$ cat src/dtoi_pkg.sv
//------------------------------------------------------------------------------
// dtoi_pkg - shared definitions for the decimal text to int64 unit
// Widths, character codes and the parser phase type.
//------------------------------------------------------------------------------
`default_nettype none

package dtoi_pkg;

	localparam int unsigned ByteW  = 8;
	localparam int unsigned ValueW = 64;
	localparam int unsigned DigitW = 4;

	localparam logic [ByteW-1:0] CH_MINUS = 8'h2D;
	localparam logic [ByteW-1:0] CH_ZERO  = 8'h30;
	localparam logic [ByteW-1:0] CH_ONE   = 8'h31;
	localparam logic [ByteW-1:0] CH_NINE  = 8'h39;

	// Parser phase; the fourth code is unused and behaves as PH_DIGITS
	typedef enum logic [1:0] {
		PH_FIRST       = 2'd0,
		PH_AFTER_MINUS = 2'd1,
		PH_DIGITS      = 2'd2
	} phase_t;

endpackage

`default_nettype wire

$ cat src/decimal_text_to_int64_unit.sv
//------------------------------------------------------------------------------
// decimal_text_to_int64_unit - strict ASCII decimal to signed 64-bit parser
// Takes one character per request and gives one result per string.
//------------------------------------------------------------------------------
// A string arrives one ASCII byte per request, last_byte marking its final
// character. Accepted syntax: an optional leading '-', then a digit '1'..'9'
// followed only by digits, or a lone '0' (so "-0" and "01" are rejected).
// No '+', no spaces. Overflow of the unsigned 64-bit accumulation, or a final
// magnitude outside the signed 64-bit range, fails the string; after a failure
// further bytes are ignored up to the last one. Only the last byte of a
// string produces a result: parse_ok and parsed_value (0 when parse_ok is 0).
// Throughput is one byte per clock while no last byte is held back: the
// multiply-by-ten-and-add of the running magnitude is a single shift-add with
// its overflow taken from the carry bits, done combinationally between the
// input register and the parser state. For a last byte the range check and
// negation follow in the same cycle, straight into the result register. Bytes
// other than the last keep flowing while a result waits on out_stall; only a
// last byte queues behind an undelivered result.
//------------------------------------------------------------------------------
`default_nettype none

module decimal_text_to_int64_unit (
	input  wire logic                          clk,
	input  wire logic                          arst_n,
	// input channel
	input  wire logic                          in_valid,
	output logic                               in_stall,
	input  wire logic [dtoi_pkg::ByteW-1:0]    text_byte,
	input  wire logic                          last_byte,
	// result channel
	output logic                               out_valid,
	input  wire logic                          out_stall,
	output logic                               parse_ok,
	output logic signed [dtoi_pkg::ValueW-1:0] parsed_value
);

	import dtoi_pkg::*;

	localparam int unsigned AccW = ValueW + 4;

	// input register
	logic             valid_s1;
	logic [ByteW-1:0] byte_s1;
	logic             last_s1;

	// parser state
	logic [ValueW-1:0] mag_q;
	logic              neg_q;
	phase_t            phase_q;
	logic              lone_zero_q;
	logic              failed_q;

	// result register
	logic              out_valid_q;
	logic              ok_q;
	logic [ValueW-1:0] value_q;

	// flow control
	logic out_free, s1_move, s1_free;

	// next-state logic
	logic [ValueW-1:0] mag_n;
	logic              neg_n;
	phase_t            phase_n;
	logic              lone_zero_n;
	logic              failed_n;
	logic [AccW-1:0]   acc;
	logic [DigitW-1:0] digit;
	logic              is_digit, is_nonzero_digit;

	// final checks
	logic              in_range;
	logic              ok_n;
	logic [ValueW-1:0] value_n;

	//--------------------------------------------------------------------------
	// Handshake: each stage moves when the one ahead is empty or moving.
	// A non-last byte only updates the parser state and never needs the
	// result register.
	//--------------------------------------------------------------------------
	assign out_free = !out_valid_q || !out_stall;
	assign s1_move  = valid_s1 && (!last_s1 || out_free);
	assign s1_free  = !valid_s1 || s1_move;
	assign in_stall = !s1_free;

	always_ff @(posedge clk or negedge arst_n) begin
		if (!arst_n) begin
			valid_s1 <= 1'b0;
		end else if (s1_free) begin
			valid_s1 <= in_valid;
		end
	end

	always_ff @(posedge clk) begin
		if (s1_free && in_valid) begin
			byte_s1 <= text_byte;
			last_s1 <= last_byte;
		end
	end

	//--------------------------------------------------------------------------
	// Character classification and the x10 + digit step.
	// mag*10 + d = (mag << 3) + (mag << 1) + d; any carry above bit 63 is an
	// overflow, covering both the multiply and the add checks at once.
	//--------------------------------------------------------------------------
	assign digit            = byte_s1[DigitW-1:0];
	assign is_digit         = byte_s1 inside {[CH_ZERO:CH_NINE]};
	assign is_nonzero_digit = byte_s1 inside {[CH_ONE:CH_NINE]};
	assign acc = {1'b0, mag_q, 3'b000} + {3'b000, mag_q, 1'b0}
		+ {{(AccW-DigitW){1'b0}}, digit};

	always_comb begin
		mag_n       = mag_q;
		neg_n       = neg_q;
		phase_n     = phase_q;
		lone_zero_n = lone_zero_q;
		failed_n    = failed_q;
		if (!failed_q) begin
			case (phase_q)
				PH_FIRST: begin
					if (byte_s1 == CH_MINUS) begin
						neg_n   = 1'b1;
						phase_n = PH_AFTER_MINUS;
					end else if (is_nonzero_digit) begin
						mag_n   = {{(ValueW-DigitW){1'b0}}, digit};
						phase_n = PH_DIGITS;
					end else if (byte_s1 == CH_ZERO) begin
						lone_zero_n = 1'b1;
						mag_n       = '0;
						phase_n     = PH_DIGITS;
					end else begin
						failed_n = 1'b1;
					end
				end
				PH_AFTER_MINUS: begin
					if (is_nonzero_digit) begin
						mag_n   = {{(ValueW-DigitW){1'b0}}, digit};
						phase_n = PH_DIGITS;
					end else begin
						failed_n = 1'b1;
					end
				end
				default: begin
					if (lone_zero_q || !is_digit || (acc[AccW-1:ValueW] != '0)) begin
						failed_n = 1'b1;
					end else begin
						mag_n = acc[ValueW-1:0];
					end
				end
			endcase
		end
	end

	// State clears after the last byte of a string
	always_ff @(posedge clk or negedge arst_n) begin
		if (!arst_n) begin
			mag_q       <= '0;
			neg_q       <= 1'b0;
			phase_q     <= PH_FIRST;
			lone_zero_q <= 1'b0;
			failed_q    <= 1'b0;
		end else if (s1_move) begin
			if (last_s1) begin
				mag_q       <= '0;
				neg_q       <= 1'b0;
				phase_q     <= PH_FIRST;
				lone_zero_q <= 1'b0;
				failed_q    <= 1'b0;
			end else begin
				mag_q       <= mag_n;
				neg_q       <= neg_n;
				phase_q     <= phase_n;
				lone_zero_q <= lone_zero_n;
				failed_q    <= failed_n;
			end
		end
	end

	//--------------------------------------------------------------------------
	// Final value of a finished string.
	// Negative side admits exactly 2^63; positive side needs bit 63 clear.
	//--------------------------------------------------------------------------
	assign in_range = neg_n
		? (!mag_n[ValueW-1] || (mag_n[ValueW-2:0] == '0))
		: !mag_n[ValueW-1];
	assign value_n  = neg_n ? (~mag_n + {{(ValueW-1){1'b0}}, 1'b1}) : mag_n;
	assign ok_n     = !failed_n && (phase_n != PH_FIRST) && (phase_n != PH_AFTER_MINUS)
		&& in_range;

	//--------------------------------------------------------------------------
	// Result register
	//--------------------------------------------------------------------------
	always_ff @(posedge clk or negedge arst_n) begin
		if (!arst_n) begin
			out_valid_q <= 1'b0;
		end else if (out_free) begin
			out_valid_q <= s1_move && last_s1;
		end
	end

	always_ff @(posedge clk) begin
		if (s1_move && last_s1) begin
			ok_q    <= ok_n;
			value_q <= ok_n ? value_n : '0;
		end
	end

	assign out_valid    = out_valid_q;
	assign parse_ok     = ok_q;
	assign parsed_value = value_q;

endmodule

`default_nettype wire
$ cat config.mk
export PLATFORM = sky130hd
export DESIGN_NAME = decimal_text_to_int64_unit
export DESIGN_NICKNAME = d
export VERILOG_FILES = /design/src/dtoi_pkg.sv /design/src/decimal_text_to_int64_unit.sv
export SDC_FILE = /design/constraint.sdc
export NUM_CORES = 1
export LEC_CHECK = 0
export BUFFER_PORTS_ARGS = -buffer_cell sky130_fd_sc_hd__buf_2
export CAP_MARGIN = 20
export CORE_MARGIN = 3
export CORE_UTILIZATION = 50
export DETAILED_ROUTE_END_ITERATION = 8
export MAX_ROUTING_LAYER = met4
export PLACE_DENSITY = 0.7
export SKIP_LAST_GASP = 1
export SYNTH_ARGS = -nofsm -noshare
export SYNTH_HDL_FRONTEND = slang
export SYNTH_SLANG_ARGS = --single-unit
export TNS_END_PERCENT = 20
$ cat constraint.sdc
create_clock -name clk -period 7.8 [get_ports clk]
set_clock_uncertainty 0.2 [all_clocks]
set_input_delay 1.17 -clock clk [delete_from_list [all_inputs] [get_ports clk]]
set_output_delay 1.17 -clock clk [all_outputs]
set_load 0.01 [all_outputs]
---- Word-level counts from Yosys, hierarchy flattened ----
Index checks and enable logic that the tools add are counted.
storage, ports and cells
  register bits ........................... 145
  input bits .............................. 13
operators by class
  order comparisons ....................... 3
  reductions and logical operators ........ 29
  equal/unequal tests ..................... 7
  bitwise gates (word level) .............. 1
  muxes and demuxes ....................... 35
  add/sub/neg operators ................... 3
operator list
  kind                   count
  $mux 64                8
  $pmux 64 s2            1
  $add 67x65->68         1
  $add 68x4->68          1
  $add 64x1->64 const B  1
  $not 64->64            1
  $logic_not 63->1       1
  $mux 1                 18
  $eq 8x6->1 const B     2
  $ge 8x6->1 const B     2
  $mux 2                 6
  $le 8x6->1 const B     1
  $logic_and 1x1->1      8
  $logic_not 1->1        8
  $logic_or 1x1->1       6
  $ne 2x2->1 const B     3
  $reduce_and 6->1       1
  $reduce_bool 2->1      3
  $pmux 2 s2             1
  $reduce_bool 4->1      1
  $eq 2x1->1 const B     1
  $logic_not 2->1        1
  $ne 2x1->1 const B     1
  $pmux 1 s2             1

---- Longest topological paths before layout ----
  depth in word-level cells ............... 12
  depth in mapped cells ................... 29

---- Worst setup path after synthesis ----
Ideal clock, no wire load.
  kind .................................... flip-flop to flip-flop
  start ................................... register byte_s1[3]
  end ..................................... register value_q[0] (netlist: parsed_value[0]) (data pin)
  stages on the path, launching flop included .. 28
  arrival ................................. 5830 ps
  setup slack ............................. 1504 ps
  path through ............................ edfxtp_1 > inv_1 > fa_1 > fa_1 > nand2b_1 > a21oi_1 > o21ai_2 > nor3b_1 > o21ai_1 > a21o_1 > o211a_1 > nor4_2 > buf_4 > buf_6 > clkbuf_1 > buf_1 > clkbuf_1 > a21boi_0 > ha_1 > inv_1 > a211oi_1 > nand4_1 > nand4bb_4 > nor3_4 > nor4b_4 > o21ai_2 > buf_6 > nor2_1
on the way
  cells in the longest elaborated chain, start to end .. 12
RTL lines
  item                                                    RTL line                           source
  start, declared                                         decimal_text_to_int64_unit.sv:43   logic [ByteW-1:0] byte_s1;
  start signal, assigned                                  decimal_text_to_int64_unit.sv:96   byte_s1 <= text_byte;
  branches (longest 12 deep; another with $add 68x4->68)  -
  end signal, assigned                                    decimal_text_to_int64_unit.sv:204  value_q <= ok_n ? value_n : '0;
  end, declared                                           decimal_text_to_int64_unit.sv:56   logic [ValueW-1:0] value_q;
Several ways; the timed one is not identified.
A chain may end at the register's enable or synchronous reset.

---- Final worst setup path ----
  start ................................... register mag_q[15]
  end ..................................... register value_q[1] (netlist: parsed_value[1]) (data pin)
on the way
  cells in the longest elaborated chain, start to end .. 11
RTL lines
  item                                                     RTL line                           source
  start, declared                                          decimal_text_to_int64_unit.sv:47   logic [ValueW-1:0] mag_q;
  start signal, assigned                                   decimal_text_to_int64_unit.sv:170  mag_q <= mag_n;
  branches (longest 11 deep; another with $add 67x65->68)  -
Several ways; the timed one is not identified.

==> summary.json <==
{
  "drt_pre_antenna_iters": {"value": 8},
  "seq_power_share": {"value": 45.7, "unit": "%"},
  "postSynthNetCount": {"value": 1677},
  "cts_tree": {"value": "yes"},
  "num_antenna_cells": {"value": 0},
  "status": {"value": "finished clean"},
  "totalPowerFinal": {"value": 1840, "unit": "uW"},
  "final_routed_drc_violation_total": {"value": 0},
  "clk_lat_worst_skew": {"value": 0.44, "unit": "ns"},
  "timing.final.max_slew_violations": {"value": 0},
  "die_area": {"value": 0.0280, "unit": "mm2"},
  "drt-initial-drc-count": {"value": 1691},
  "stdcell_area": {"value": 0.0142, "unit": "mm2"},
  "cap_viol_max_count": {"value": 0},
  "tritoncts_num_sinks": {"value": 145},
  "die_height": {"value": 167, "unit": "um"},
  "die_width": {"value": 167, "unit": "um"},
  "power_share_of_the_clock_group": {"value": 43.5, "unit": "%"},
  "cp-start-kind": {"value": "flip-flop"},
  "use_met1": {"value": 43.7, "unit": "%"},
  "ioPinCount": {"value": 80},
  "drtAntennaViolNets": {"value": 0},
  "syn_avg_cell_area": {"value": 8.49, "unit": "um2"},
  "period_minus_slack": {"value": 7.28, "unit": "ns"},
  "grt.met2_usage": {"value": 41.9, "unit": "%"},
  "hpwlAfterDp": {"value": 31700, "unit": "um"},
  "placement.cell_area": {"value": 0.0136, "unit": "mm2"},
  "finalSetupViolations": {"value": 0},
  "leakagePower": {"value": 0.00616, "unit": "uW"},
  "rsz0062_at_grt": {"value": "yes"},
  "synth_cell_type_count": {"value": 90},
  "drt_wl_total": {"value": 40500, "unit": "um"},
  "powerDensity": {"value": 130, "unit": "mW/mm2"},
  "rows": {"value": 58},
  "postSynth.topFlopCell": {"value": "edfxtp_1"},
  "sequential_share_of_the_synthesized_area": {"value": 30.7, "unit": "%"},
  "grt.busiest_layer": {"value": "met1"},
  "starting_density": {"value": 51.3, "unit": "%"},
  "number_of_enable_flip_flop_cells_after_synthesis": {"value": 74},
  "async_reset_ff_share": {"value": 49.0, "unit": "%"},
  "min-delay-path-class": {"value": "flip-flop to flip-flop"},
  "switchingPower": {"value": 531, "unit": "uW"},
  "power.share.combinational": {"value": 10.8, "unit": "%"},
  "grt_util_all_layers": {"value": 29.4, "unit": "%"},
  "h-tree-depth": {"value": 4},
  "grt_pass1_vias": {"value": 11300},
  "timing.max_slew.rel_slack": {"value": 32.3, "unit": "%"},
  "maxClockFrequency": {"value": 137, "unit": "MHz"},
  "peakVddDrop": {"value": 0.132, "unit": "mV"},
  "area.growth.synth_to_final": {"value": 8.70, "unit": "%"},
  "design.final.nets": {"value": 1703},
  "clkTransAtPathRegs": {"value": 0.07, "unit": "ns"},
  "critPathMaxFanout": {"value": 45},
  "path_class": {"value": "flip-flop to flip-flop"},
  "numCtsBuffers": {"value": 17},
  "cts_buffer_depth": {"value": 2},
  "finish.cell_count_without_fillers": {"value": 1903},
  "power.share.switching": {"value": 28.9, "unit": "%"},
  "finalHoldViolations": {"value": 0},
  "route.detailed.wl_per_inst": {"value": 21.3, "unit": "um"},
  "number_of_antenna_violations_at_the_first_check_in_global_routing": {"value": 0},
  "global_route_wire_length_before_repair": {"value": 64100, "unit": "um"},
  "io_buffers": {"value": 79},
  "floorplan_core_area": {"value": 0.0254, "unit": "mm2"},
  "place_inst": {"value": 1871},
  "worst_slew_pin_slew": {"value": 1.02, "unit": "ns"},
  "pin_count_of_the_biggest_net_entering_global_routing": {"value": 72},
  "ys.warnings.count": {"value": 0},
  "critPathRequiredTime": {"value": 7.79, "unit": "ns"},
  "syn_inst": {"value": 1534},
  "final_min_period_over_clock_period": {"value": 93.4, "unit": "%"},
  "worstSetupEndpointType": {"value": "flip-flop"},
  "cts.root.buffer_cell": {"value": "clkbuf_16"},
  "ys_ff_latch": {"value": 145},
  "final_layout_size_suffix_gt1_share": {"value": 11.6, "unit": "%"},
  "timing.critical_path.arrival": {"value": 7.28, "unit": "ns"},
  "grt_overflow_total": {"value": 0},
  "internal_power": {"value": 1310, "unit": "uW"},
  "vias_per_cell": {"value": 6.38},
  "grt_util_met3": {"value": 4.96, "unit": "%"},
  "cts_hold_buf": {"value": 0},
  "dr_total_vias": {"value": 12100},
  "place.gp.congestion": {"value": 1.01},
  "syn-cell-area": {"value": 0.0130, "unit": "mm2"}
}
==> flip-flops by register name (all words and copies together), names as in the netlist, 2 cells and up <==
name and cells:
mag_q 64, parsed_value 64, byte_s1 8, phase_q 2
==> layout by cell type, fill, tap and decap left out, drive strengths merged, types with 6 or more instances in the layout <==
cell type / count
a22o: 40
dfrtp: 71
o21ai: 137
inv: 35
nand2b: 14
nor2b: 10
and4: 6
or2: 10
o21bai: 7
xor2: 59
nor2: 168
a21oi: 123
a31oi: 20
edfxtp: 74
nand3: 25
or3: 11
o22ai: 6
xnor2: 61
buf: 96
nand2: 168
o31ai: 8
a21o: 30
clkbuf: 18
a21boi: 7
o211ai: 11
and3: 14
nand4: 42
nor3: 25
and2: 13
a211oi: 12
a22oi: 23
o21a: 14
nor4: 18
ha: 128
==> metal layers <==
metal,up-vias,part of all wire (%)
met1,5757,46
li1,5701,-
met3,59,9.9
met4,0,1.7
met5,-,0
met2,625,43
==> power groups by stage <==
stage	Clock (uW)	Sequential, uW	Combinational (uW)
after floorplan	0	860	123
after detailed placement	0	858	197
final	801	842	199
after global routing	839	844	216
after global placement	0	857	194
after CTS	808	842	197
==> cell families (layout without fill, tap and decap cells) <==
| family | Yosys count | count (layout) | synth area share, % |
|---|---|---|---|
| compound gates | 474 | 474 | 23.6 |
| xor+xnor | 120 | 120 | 8.07 |
| fa+ha+maj | 130 | 130 | 12.6 |
| buf+inv | 116 | 155 | 4.04 |
| flops | 145 | 145 | 30.7 |
| mux | 3 | 3 | 0.240 |
| simple gates | 546 | 546 | 20.7 |
==> cell usage after synthesis (26+ instances only) <==
master    count  area, um2
nand2_1     168        631
xor2_1       59        517
a21oi_1     120        601
o21ai_0     116        581
clkbuf_1     66        248
ha_1        128       1600
edfxtp_1     74       2220
nand4_1      41        257
a21o_1       30        225
dfrtp_1      71       1780
xnor2_1      61        534
nor2_1      168        631
a22o_1       40        350
inv_1        26       97.6
==> final cells by class <==
type / count / area, um2
Inverter: 27 / 101
Sequential cell: 145 / 4000
Clock inverter: 14 / 140
Timing Repair Buffer: 96 / 536
Clock buffer: 18 / 429
Multi-Input combinational cell: 1273 / 8540
Fill cell: 2298 / 11200
Tap cell: 330 / 413
==> timing repair <==
item                       4_1_cts  5_1_grt
setup buffers                    0        0
resized for setup                0        0
hold endpoints to repair         0        0
setup endpoints to repair        0        4
==> worst paths after layout <==
kind | end | depth (start not counted) | slack [ns] | from
max | parsed_value[1]$_SDFFCE_PN0P_ | 18 | 0.52 | mag_q[15]$_DFFE_PN0P_
min | mag_q[28]$_DFFE_PN0P_ | 2 | 0.36 | mag_q[28]$_DFFE_PN0P_
max reg2reg | parsed_value[1]$_SDFFCE_PN0P_ | 18 | 0.52 | mag_q[15]$_DFFE_PN0P_
min reg2reg | mag_q[28]$_DFFE_PN0P_ | 2 | 0.36 | mag_q[28]$_DFFE_PN0P_
max in group asynchronous | mag_q[62]$_DFFE_PN0P_ | 2 | 5.96 | arst_n
min in group asynchronous | phase_q[0]$_DFFE_PN0P_ | 2 | 0.73 | arst_n
==> stage by stage <==
stage	utilization, %	hold WS [ns]	setup WS [ns]	setup TNS [ns]
final	55.7	0.365	0.518	0
after global routing	55.7	0.408	-0.0620	-0.105
after CTS	55.7	0.370	0.682	0
after detailed placement	53.5	0.352	0.697	0
after global placement	53.5	0.347	0.894	0
after floorplan	-	0.268	1.50	0
==> critical path: stages (launching register included) <==
cell	delay [ns]
dfrtp_1	0.53
ha_1	0.30
ha_1	0.43
a21oi_1	0.26
o21ai_0	0.19
a211oi_1	0.38
o21ai_1	0.16
o211ai_1	0.40
a21oi_1	0.25
or2_2	0.37
nor4_4	0.56
a21oi_4	0.14
buf_12	0.20
a211oi_1	0.54
nand4_1	0.40
or3_4	0.52
nor4b_4	0.34
o21ai_4	0.29
a211oi_1	0.53
Note: power is estimated with default switching activity, not from simulation.
